### config.mk
export PLATFORM = sky130hd
export DESIGN_NAME = gdt_emit_flat
export DESIGN_NICKNAME = d
export VERILOG_FILES = /design/src/rtl/gdt_pkg.sv /design/src/rtl/gdt_if.sv /design/src/rtl/gdt_emit.sv /design/src/flat_wrapper.sv
export VERILOG_INCLUDE_DIRS = /design/src /design/src/rtl
export SDC_FILE = /design/constraint.sdc
export NUM_CORES = 1
export LEC_CHECK = 0
export BUFFER_PORTS_ARGS = -buffer_cell sky130_fd_sc_hd__buf_4
export CAP_MARGIN = 20
export CORE_UTILIZATION = 40
export CTS_BUF_LIST = sky130_fd_sc_hd__clkbuf_4
export CTS_CLUSTER_DIAMETER = 150
export CTS_CLUSTER_SIZE = 30
export DETAILED_ROUTE_END_ITERATION = 6
export PLACE_DENSITY_LB_ADDON = 0.08
export SKIP_LAST_GASP = 1
export SYNTH_ARGS = -nofsm -noshare
export SYNTH_HDL_FRONTEND = slang
export SYNTH_SLANG_ARGS = --single-unit
export TNS_END_PERCENT = 50
### constraint.sdc
create_clock -name clk -period 11.35 [get_ports clk]
set_input_delay 1.7025 -clock clk [delete_from_list [all_inputs] [get_ports clk]]
set_output_delay 1.7025 -clock clk [all_outputs]
set_load 0.03 [all_outputs]
### src/rtl/greek_digraph_transliterator_defines.svh
`ifndef GREEK_DIGRAPH_TRANSLITERATOR_DEFINES_SVH
`define GREEK_DIGRAPH_TRANSLITERATOR_DEFINES_SVH

// Same-cycle implication, sampled on clk, off during reset.
`define GDT_IMPLIES(lbl, ante, cons, msg) \
  lbl: assert property (@(posedge clk) disable iff (!rst_n) (ante) |-> (cons)) else $error(msg);

// Next-cycle implication, sampled on clk, off during reset.
`define GDT_NEXT(lbl, ante, cons, msg) \
  lbl: assert property (@(posedge clk) disable iff (!rst_n) (ante) |=> (cons)) else $error(msg);

`endif

### src/rtl/gdt_pkg.sv
`timescale 1ns / 1ps

package gdt_pkg;

  localparam int TABLE_DEPTH = 256;
  localparam int ADDR_W      = $clog2(TABLE_DEPTH);
  localparam int ENTRY_CHARS = 3;
  localparam int CHAR_W      = 8;
  localparam int ENTRY_W     = 24;
  localparam int LEN_W       = 2;
  localparam int RUN_CHARS   = 6;
  localparam int CNT_W       = 3;

  localparam logic [CHAR_W-1:0] CODE_CAP_MU  = 8'd204;
  localparam logic [CHAR_W-1:0] CODE_CAP_NU  = 8'd205;
  localparam logic [CHAR_W-1:0] CODE_SML_MU  = 8'd236;
  localparam logic [CHAR_W-1:0] CODE_SML_NU  = 8'd237;
  localparam logic [CHAR_W-1:0] CODE_SML_TAU = 8'd244;
  localparam logic [CHAR_W-1:0] CODE_CAP_TAU = 8'd212;
  localparam logic [CHAR_W-1:0] CODE_CAP_PI  = 8'd208;
  localparam logic [CHAR_W-1:0] CODE_SML_PI  = 8'd240;
  localparam logic [CHAR_W-1:0] RANGE_BELOW  = 8'd181;
  localparam logic [CHAR_W-1:0] RANGE_ABOVE  = 8'd255;
  localparam logic [CHAR_W-1:0] CHAR_CAP_B   = 8'h42;
  localparam logic [CHAR_W-1:0] CHAR_SML_B   = 8'h62;
  localparam logic [CHAR_W-1:0] CHAR_CAP_D   = 8'h44;
  localparam logic [CHAR_W-1:0] CHAR_SML_D   = 8'h64;

  typedef enum logic {
    OP_TRANSLATE = 1'b0,
    OP_WRITE     = 1'b1
  } op_t;

  typedef enum logic [1:0] {
    HEAD_NONE,
    HEAD_PAIR,
    HEAD_ENTRY
  } head_t;

  typedef enum logic [1:0] {
    TAIL_NONE,
    TAIL_RAW,
    TAIL_ENTRY
  } tail_t;

  typedef struct packed {
    head_t             head;
    tail_t             tail;
    logic [CHAR_W-1:0] pair_char;
    logic [CHAR_W-1:0] raw_char;
  } run_ctl_t;

  function automatic logic [LEN_W-1:0] entry_len(input logic [ENTRY_W-1:0] e);
    logic [LEN_W-1:0] n;
    logic             done;
    n    = '0;
    done = 1'b0;
    for (int i = 0; i < ENTRY_CHARS; i++) begin
      if (!done) begin
        if (e[i*CHAR_W +: CHAR_W] == '0) begin
          done = 1'b1;
        end else begin
          n = n + LEN_W'(1);
        end
      end
    end
    return n;
  endfunction

  function automatic logic [ENTRY_W-1:0] entry_trim(input logic [ENTRY_W-1:0] e,
                                                    input logic [LEN_W-1:0] n);
    logic [ENTRY_W-1:0] r;
    r = '0;
    for (int i = 0; i < ENTRY_CHARS; i++) begin
      if (i < int'(n)) begin
        r[i*CHAR_W +: CHAR_W] = e[i*CHAR_W +: CHAR_W];
      end
    end
    return r;
  endfunction

endpackage

### src/rtl/gdt_if.sv


interface gdt_out_if;
  logic                             valid;
  logic                             ready;
  logic [gdt_pkg::CHAR_W-1:0]       out_byte;
  logic                             last_of_run;

  modport source (output valid, out_byte, last_of_run, input ready);
  modport sink   (input valid, out_byte, last_of_run, output ready);
endinterface

### src/rtl/gdt_emit.sv
`timescale 1ns / 1ps
`include "greek_digraph_transliterator_defines.svh"

module gdt_emit (
  input  logic                          clk,
  input  logic                          rst_n,
  input  logic                          run_valid,
  input  gdt_pkg::run_ctl_t             run_ctl,
  input  logic [gdt_pkg::ENTRY_W-1:0]   held_entry,
  input  logic [gdt_pkg::ENTRY_W-1:0]   byte_entry,
  output logic                          take,
  gdt_out_if.source                     out_if
);
  import gdt_pkg::*;

  localparam int LIST_W = RUN_CHARS * CHAR_W;

  logic [RUN_CHARS-1:0][CHAR_W-1:0] buf_r;
  logic [CNT_W-1:0]                 len_r;
  logic [CNT_W-1:0]                 idx_r;
  logic                             busy_r;

  logic [ENTRY_W-1:0] head_v;
  logic [LEN_W-1:0]   head_n;
  logic [ENTRY_W-1:0] tail_v;
  logic [LEN_W-1:0]   tail_n;
  logic [LIST_W-1:0]  list;
  logic [CNT_W-1:0]   cnt;
  logic               last;
  logic               free;
  logic               load;

  always_comb begin
    head_v = '0;
    head_n = '0;
    unique case (run_ctl.head)
      HEAD_NONE: begin
      end
      HEAD_PAIR: begin
        head_v = ENTRY_W'(run_ctl.pair_char);
        head_n = LEN_W'(1);
      end
      HEAD_ENTRY: begin
        head_n = entry_len(held_entry);
        head_v = entry_trim(held_entry, head_n);
      end
      default: begin
      end
    endcase

    tail_v = '0;
    tail_n = '0;
    unique case (run_ctl.tail)
      TAIL_NONE: begin
      end
      TAIL_RAW: begin
        tail_v = ENTRY_W'(run_ctl.raw_char);
        tail_n = LEN_W'(1);
      end
      TAIL_ENTRY: begin
        tail_n = entry_len(byte_entry);
        tail_v = entry_trim(byte_entry, tail_n);
      end
      default: begin
      end
    endcase

    list = (LIST_W'(tail_v) << {head_n, 3'b000}) | LIST_W'(head_v);
    cnt  = CNT_W'(head_n) + CNT_W'(tail_n);
  end

  assign last = (idx_r == len_r - CNT_W'(1));
  assign free = !busy_r || (out_if.ready && last);
  assign load = run_valid && (cnt != '0) && free;
  assign take = run_valid && ((cnt == '0) || free);

  always_ff @(posedge clk) begin
    if (!rst_n) begin
      busy_r <= 1'b0;
      idx_r  <= '0;
    end else if (load) begin
      busy_r <= 1'b1;
      idx_r  <= '0;
    end else if (busy_r && out_if.ready) begin
      if (last) begin
        busy_r <= 1'b0;
      end else begin
        idx_r <= idx_r + CNT_W'(1);
      end
    end
  end

  always_ff @(posedge clk) begin
    if (load) begin
      buf_r <= list;
      len_r <= cnt;
    end
  end

  assign out_if.valid       = busy_r;
  assign out_if.out_byte    = buf_r[idx_r];
  assign out_if.last_of_run = last;

  `GDT_IMPLIES(a_idx_in_run, busy_r, (len_r != '0) && (idx_r < len_r), "run index out of range")
  `GDT_NEXT(a_idx_steps, out_if.valid && out_if.ready && !out_if.last_of_run, busy_r && (idx_r == $past(idx_r) + CNT_W'(1)), "run did not advance by one")

endmodule

### src/flat_wrapper.sv
// flat-port wrapper written by rule: the top's interface ports become plain ports
module gdt_emit_flat import gdt_pkg::*;
  (clk, rst_n, run_valid, run_ctl, held_entry, byte_entry, take, out_if_valid, out_if_out_byte, out_if_last_of_run, out_if_ready);
  gdt_out_if out_if_i ();
  input  logic clk;
  input  logic rst_n;
  input  logic run_valid;
  input  gdt_pkg::run_ctl_t run_ctl;
  input  logic [gdt_pkg::ENTRY_W-1:0] held_entry;
  input  logic [gdt_pkg::ENTRY_W-1:0] byte_entry;
  output logic take;
  output wire logic [$bits(out_if_i.valid)-1:0] out_if_valid;
  output wire logic [$bits(out_if_i.out_byte)-1:0] out_if_out_byte;
  output wire logic [$bits(out_if_i.last_of_run)-1:0] out_if_last_of_run;
  input wire logic [$bits(out_if_i.ready)-1:0] out_if_ready;
  assign out_if_valid = out_if_i.valid;
  assign out_if_out_byte = out_if_i.out_byte;
  assign out_if_last_of_run = out_if_i.last_of_run;
  assign out_if_i.ready = out_if_ready;
  gdt_emit u_core (.clk(clk), .rst_n(rst_n), .run_valid(run_valid), .run_ctl(run_ctl), .held_entry(held_entry), .byte_entry(byte_entry), .take(take), .out_if(out_if_i));
endmodule
After elaboration in Yosys (flattened, before gate mapping)
Index checks and enable logic that the tools add are counted.

word-level totals
  bits in registers = 55
  input port bits = 72
  output and inout port bits = 11

operators by class
  reductions and logical operators = 21
  magnitude comparators = 7
  shift-type cells = 1
  equal/unequal tests = 5
  add/sub/neg operators = 7
  mux-type cells = 41
  bitwise gates (word level) = 3

operators by type and width
  operator               number
  $pmux W24 S2           2
  $mux W8                7
  $logic_not A8 Y1       6
  $or A48 B24 Y48        1
  $shl A24 B5 Y48        1
  $mux W2                14
  $bmux W8 S3            1
  $mux W1                15
  $add A2 B1 Y2 const B  4
  $lt A1 B2 Y1 const A   4
  $pmux W2 S2            2
  $logic_and A1 B1 Y1    5
  $eq A2 B1 Y1 const B   2
  $eq A2 B2 Y1 const B   2
  $lt A2 B2 Y1 const A   2
  $lt A3 B4 Y1 const B   1
  $reduce_and A2 Y1      2
  $reduce_bool A2 Y1     2
  $add A2 B2 Y3          1
  $add A3 B1 Y3 const B  1
  $eq A3 B3 Y1           1
  $logic_not A3 Y1       1
  $reduce_bool A3 Y1     1
  $sub A3 B1 Y3 const B  1
  4 further kinds        6

Logic depth before layout (Yosys ltp)
Gate-level depths: netlist of the first run.

  depth after elaboration = 18
  mapped depth = 17
  gate-level depth less buffers = 14

Worst setup path after synthesis of the first run
OpenSTA, ideal clock, no wires.

  path kind = input -> output
  from = input run_ctl[18] (netlist bit)
  to = output take
  data arrival time = 5.013 ns
  path buffers = 3
  stages on the path = 15
  slack = 4.635 ns
  cell sequence = inv_1 > ha_1 > nor2b_1 > buf_2 > a21boi_1 > buf_2 > a21oi_2 > buf_2 > inv_1 > ha_1 > inv_1 > fa_1 > inv_1 > or3_1 > a21boi_0

on the way
  longest elaborated chain between the ends = 6
  elaborated cells on any way between the ends = 7
  classes of those cells = 1 x add/sub; 2 x eq/ne; 1 x mux; 3 x reduce/logical

RTL lines
  element                                              RTL line            RTL
  start: declaration                                   flat_wrapper.sv:8   input gdt_pkg::run_ctl_t run_ctl;
  $eq A2 B2 Y1 / $eq A2 B1 Y1 (equally long branches)  gdt_emit.sv:36      unique case (run_ctl.head)
  $pmux W2 S2 (*)                                      gdt_emit.sv:36
  $add A2 B2 Y3 (*)                                    gdt_emit.sv:69      cnt = CNT_W'(head_n) + CNT_W'(tail_n);
  via u_core.cnt[1]                                    gdt_emit.sv:28      logic [CNT_W-1:0] cnt;
  $logic_not A3 Y1 (*)                                 gdt_emit.sv:75      assign take = run_valid && ((cnt == '0) || free);
  $logic_or A1 B1 Y1 (*)                               gdt_emit.sv:75
  $logic_and A1 B1 Y1 (*)                              gdt_emit.sv:75
  end: declaration                                     flat_wrapper.sv:11  output logic take;

The timed path passes the listed nets; every way through them passes the cells marked *.

Worst setup path after layout of the first run
Ends and elaborated chain as after synthesis.

==> results of run 1 <==
==> Yosys cell counts (2+ instances only) <==
| library cell | count |
|---|---|
| buf_2 | 9 |
| nor2b_1 | 3 |
| a32oi_1 | 4 |
| nand3_1 | 10 |
| o311a_1 | 8 |
| nor3_1 | 16 |
| mux4_2 | 8 |
| a221o_2 | 5 |
| ha_1 | 7 |
| clkbuf_1 | 13 |
| nor2_1 | 29 |
| xor2_1 | 2 |
| and2_1 | 3 |
| nand2_1 | 26 |
| nand2b_1 | 3 |
| o21ai_0 | 6 |
| nor4_1 | 10 |
| buf_4 | 2 |
| inv_1 | 29 |
| a221o_1 | 10 |
| a22oi_1 | 12 |
| edfxtp_1 | 51 |
| o22ai_1 | 16 |
| a21oi_1 | 10 |
| mux2i_1 | 10 |
| or4_4 | 2 |
| or2_2 | 4 |
| xnor2_1 | 2 |
| dfxtp_1 | 4 |
==> cell families (layout without fill, tap and decap cells) <==
group,Yosys count,in the layout,synth area share [%]
XOR/XNOR,5,5,1.654
AO/OA/AOI/OAI,80,80,17.73
buffers and inverters,53,123,6.256
AND/OR/NAND/NOR,113,113,16.47
multiplexers,19,19,8.486
adder cells (fa/ha/maj),8,8,3.092
flip-flops,55,55,46.31
==> final cells by class <==
cell class | count | area [um^2] | share of cell area [%]
sequential | 55 | 1612 | 38.02
tap | 105 | 131.4 | 3.099
inverter | 29 | 108.9 | 2.568
multi-input combinational | 225 | 1664 | 39.26
timing repair buffer | 86 | 665.6 | 15.70
clock inverter | 3 | 20.02 | 0.4723
clock buffer | 5 | 37.54 | 0.8855
==> layer usage <==
layer | global-route usage, % | vias up | routed length [um]
met2 | 41.31 | 125 | 4990
met4 | 3.788 | 0 | 77
met3 | 4.545 | 8 | 711
met1 | 32.83 | 1440 | 4521
li1 | - | 1413 | -
met5 | 0 | - | 0
==> through the flow <==
step                      cells  cell area (um^2)  utilization (%)
after floorplan             333              3480                -
after global placement      499              4154            50.05
after detailed placement    500              4182            50.38
after CTS                   508              4239            51.08
after global routing        508              4239            51.08
final                       508              4239            51.08
==> worst min path at each step <==
stage                      end                start  slack [ns]  cells past startpoint
3_5_place_dp   u_core.idx_r[2]  u_core.out_if.valid        0.69                      3
5_1_grt        u_core.idx_r[2]  u_core.out_if.valid        0.74                      3
4_1_cts        u_core.idx_r[2]  u_core.out_if.valid        0.72                      3
6_report       u_core.idx_r[2]  u_core.out_if.valid        0.71                      3
3_3_place_gp   u_core.idx_r[2]  u_core.out_if.valid        0.68                      3
2_1_floorplan  u_core.idx_r[1]      u_core.idx_r[0]        0.58                      3
==> power breakdown <==
group / internal, mW / switching, mW / total (mW) / leakage, nW
combinational: 0.0546 / 0.0753 / 0.130 / 1.10
sequential: 0.243 / 0.00614 / 0.249 / 0.544
clock: 0.0238 / 0.0622 / 0.0860 / 0.0272
total: 0.321 / 0.144 / 0.465 / 1.67
==> critical path, delay by kind of cell <==
family                   cells  cell delay, ns
adder cells (fa/ha/maj)      3            0.93
AND/OR/NAND/NOR              2            0.88
buffers and inverters        7            0.83
AO/OA/AOI/OAI                3            0.72
==> flip-flops by register name, indices dropped and copies added, names as in the netlist <==
register and flops:
u_core.buf_r 48, u_core.idx_r 3, u_core.len_r 3, u_core.out_if.valid 1
==> metrics.txt, run 1 <==
DR iter-0 viols about 220; Setup Viol. Count Final 0; WP data required slightly below 10 ns; HPWL after DPL approximately 8200 um; most used cell along the critical path inv_1; Clock Path Buffers 2; Worst path slowest cell nor2b_1; wire length of the first global-routing pass 15910 um; flops & latches, synth between 50 and 60; initial antenna violation count 0; RSZ-0062 raised after global routing no; DRC 0; Filler cells about 770; clk_skew approximately 0.014 ns; GPL Wtd Cong between 0.9 and 1; crit-path max FO 32; CP Class in2out; Setup crit start run_ctl[18]; setup tns final 0 ns; most frequent cells in the layout buf_4, edfxtp_1, inv_1; port bufs between 80 and 90; Starting Density between 40% and 50%; Skew-Pair Late Insertion Delay approximately 0.38 ns; count of hold-fix buffers inserted at cts 0; status complete, no violations; worst slew pin tran roughly 0.8 ns; Fin Hold WS approximately 0.71 ns; ys async rst share 0%; DIE WIDTH ~95 um; final worst path period need between 6 and 7 ns; relative slew slack 46.98%; most common cell after layout, fill and taps aside buf_4; Avg Cell Area, Syn ~10 um^2; post-synthesis cell area around 3500 um^2; reg2reg end u_core.buf_r[31]; Final ANT Viol Nets 0; Via density approximately 5.9; H-tree depth 2; Num CTS Buffers 5; height of the die between 90 and 100 um; worst min-delay path category reg2reg; IO Count just over 80; RR Startpoint u_core.idx_r[0]; CTS Root Buffer Type clkbuf_4; antenna cells 0; CP max stage delay around 0.48 ns; CP Launch Type input port; GRT Util Overall between 20% and 30%; Initial DRT Pass Iterations 5; flop-to-flop setup slack about 9 ns; Synth top area share between 40 and 50%; Cells after Synth about 330; Pleak 1.672 nW; Worst Path Arrival ~5.1 ns; CP cell instances buf_4 > inv_1 > ha_1 > nor2b_1 > a21boi_2 > buf_4 > a21oi_2 > inv_1 > ha_1 > inv_1 > fa_1 > inv_1 > or3_1 > a21boi_0 > buf_4; Ys Warns 0; total power about 0.47 mW; die area around 9100 um^2; Mapped Nets roughly 410; area leader, netlist edfxtp_1; post-cts resize count 0; vias roughly 3000; area grow syn2layout 21.83%; post-synth cell types 48; final hold vios 0; fin nets 482; Rows 33; Area contributors post-synth edfxtp_1, mux4_2, inv_1; Worst R2R Path Depth 6; layout cells sized above 1 just over 30%; Setup WS pre-CTS ~4.6 ns; DRT Wirelength between 10000 and 15000 um; WL per Instance 20.28 um; CTS tree yes; Core ar. ~8300 um^2; MaxCap Viol Count 0; post-synthesis sequential area ratio 46.31%; Congestion Overflow GR 0; Top FF cell, synth edfxtp_1; maximum clock frequency about 150 MHz; final clock period utilization by the worst path between 50% and 60%; Peak VDD IR between 50 and 60 uV; CP Capture Type primary output; Slew Limit Fails 0; # clock sinks 55; post-route setup slack between 4 and 5 ns; vias in the first global route a little under 3000; largest net degree at the start of global routing 52; Clk pin slew, worst setup/hold paths approximately 0.15 ns; Critical path destination take; Power Dens Cells about 110 nW/um^2; number of synthesized flops with an enable pin 51; Setup Fix Bufs, Post-CTS 0
(Power assumes the default switching activity.)
==> run 2: changes to the inputs <==
==> constraint.sdc (replaced) <==
create_clock -name clk -period 7.12 [get_ports clk]
set_input_delay 1.068 -clock clk [delete_from_list [all_inputs] [get_ports clk]]
set_output_delay 1.068 -clock clk [all_outputs]
set_load 0.03 [all_outputs]
==> run 2 against run 1 <==
Die area unchanged. Critical path depth down 1. Register-to-register slack worse by 4.5 ns. Routed wire length up 0.84%. Via count down 0.80%. First-iteration DRC count down 9.9%. Worst setup slack worse by 3.1 ns. Critical path type unchanged. Highest routed layer unchanged.
==> metrics.txt, run 2 (synthesized netlist as in run 1, its figures left out) <==
worst min-delay path category reg2reg; die area slightly above 9000 um^2; post-cts resize count 0; Pleak 1.691 nW; WP data required slightly above 6 ns; # clock sinks 55; DIE WIDTH roughly 95 um; CTS tree yes; maximum clock frequency between 150 and 200 MHz; Core ar. 8299 um^2; Num CTS Buffers 5; Initial DRT Pass Iterations 5; Setup Viol. Count Final 0; flop-to-flop setup slack between 4 and 5 ns; worst slew pin tran about 0.78 ns; DRT Wirelength 10390 um; status complete, no violations; CP Launch Type input port; height of the die ~95 um; Slew Limit Fails 0; reg2reg end u_core.buf_r[34]; Peak VDD IR between 80 and 90 uV; CP Class in2out; Worst R2R Path Depth 6; DR iter-0 viols 200; wire length of the first global-routing pass between 15000 and 20000 um; antenna cells 0; final core utilization between 50 and 60%; count of hold-fix buffers inserted at cts 0; IO Count a little over 80; Via density 5.831; clk_skew ~0.011 ns; layout cells sized above 1 30.27%; RSZ-0062 raised after global routing no; Congestion Overflow GR 0; Starting Density a little over two fifths; WL per Instance roughly 20 um; fin nets between 400 and 500; final clock period utilization by the worst path 78.76%; Final ANT Viol Nets 0; max reg flops 48; setup tns final 0 ns; Worst Path Arrival 4.54 ns; Filler cells slightly below 800; DRC 0; Skew-Pair Late Insertion Delay ~0.36 ns; most frequent cells in the layout buf_4, edfxtp_1, inv_1; vias in the first global route ~3000; area grow syn2layout 22.55%; CTS Root Buffer Type clkbuf_4; Clock Path Buffers 2; GRT Util Overall about a quarter; most common cell after layout, fill and taps aside buf_4; Regs by FF count u_core.buf_r: 48 flops, u_core.idx_r: 3 flops, u_core.len_r: 3 flops; final worst path period need around 5.6 ns; largest net degree at the start of global routing 35; Setup Fix Bufs, Post-CTS 0; GPL Wtd Cong just over 0.9; worst hold path endpoint u_core.idx_r[2]; most flop-heavy register u_core.buf_r; crit-path max FO 17; Power Dens Cells roughly 180 nW/um^2; initial antenna violation count 0; relative slew slack a little under half; Rows 33; MaxCap Viol Count 0; H-tree depth 2; total power between 0.7 and 0.8 mW; HP Start u_core.out_if.valid; HPWL after DPL between 8000 and 9000 um; port bufs 82; Clk pin slew, worst setup/hold paths around 0.15 ns; RR Startpoint u_core.idx_r[0]; worst hold path cell count 3; final hold vios 0; CP Capture Type primary output; vias slightly below 3000
==> run 2: cell count changes in the layout (fill, tap and decap cells not counted) <==
cell / delta
clkbuf_4: +2
clkinv_2: -1
bufinv_16: +1
clkinvlp_4: -2
==> run 2: where the power goes <==
part / switching [mW] / leakage, nW / internal (mW) / total, mW
Combinational: 0.121 / 1.10 / 0.0873 / 0.208
Clock: 0.0916 / 0.0463 / 0.0823 / 0.174
Sequential: 0.00974 / 0.544 / 0.387 / 0.397
Total: 0.222 / 1.69 / 0.557 / 0.779
==> run 2: layer usage <==
| layer | wire length, um | vias to the layer above | track usage [%] |
|---|---|---|---|
| li1 | - | 1415 | - |
| met1 | 4780 | 1417 | 33.10 |
| met2 | 4976 | 119 | 40.30 |
| met3 | 517 | 11 | 3.668 |
| met4 | 111 | 0 | 4.293 |
| met5 | 0 | - | 0 |
==> run 2: how the worst max path moves through the flow <==
stage	startpoint	to	slack [ns]	depth (start not counted)
floorplan	run_ctl[18]	u_core.buf_r[0]	1.07	16
finish	run_ctl[18]	take	1.51	14
global route	run_ctl[18]	take	1.22	14
CTS	run_ctl[18]	take	1.48	14
global placement	run_ctl[18]	take	1.50	14
detailed placement	run_ctl[18]	take	1.46	14
==> run 2: layout make-up <==
| type | instances | area, um^2 | share of cell area (%) |
|---|---|---|---|
| Multi-Input combinational cell | 225 | 1664 | 39.03 |
| Inverter | 29 | 108.9 | 2.553 |
| Clock buffer | 7 | 52.55 | 1.232 |
| Timing Repair Buffer | 86 | 665.6 | 15.61 |
| Clock inverter | 1 | 30.03 | 0.7042 |
| Sequential cell | 55 | 1612 | 37.79 |
| Tap cell | 105 | 131.4 | 3.081 |
==> run 2: worst max-delay path, cell delays in order <==
cell and delay (ns):
buf_4 0.08, inv_1 0.03, ha_1 0.32, nor2b_1 0.46, a21boi_2 0.62, a21oi_2 0.36
inv_1 0.13, ha_1 0.14, inv_1 0.04, fa_1 0.47, inv_1 0.05, or3_1 0.39
a21boi_0 0.18, buf_4 0.18
==> run 2: per-stage QoR <==
step                setup slack [ns]  std cells  cell area, um^2  hold slack [ns]
floorplan                      1.071        333             3480           0.5804
finish                         1.512        508             4264           0.7119
global placement               1.501        499             4154           0.6846
global route                   1.219        508             4264           0.7342
detailed placement             1.463        500             4182           0.6826
CTS                            1.475        508             4264           0.7127
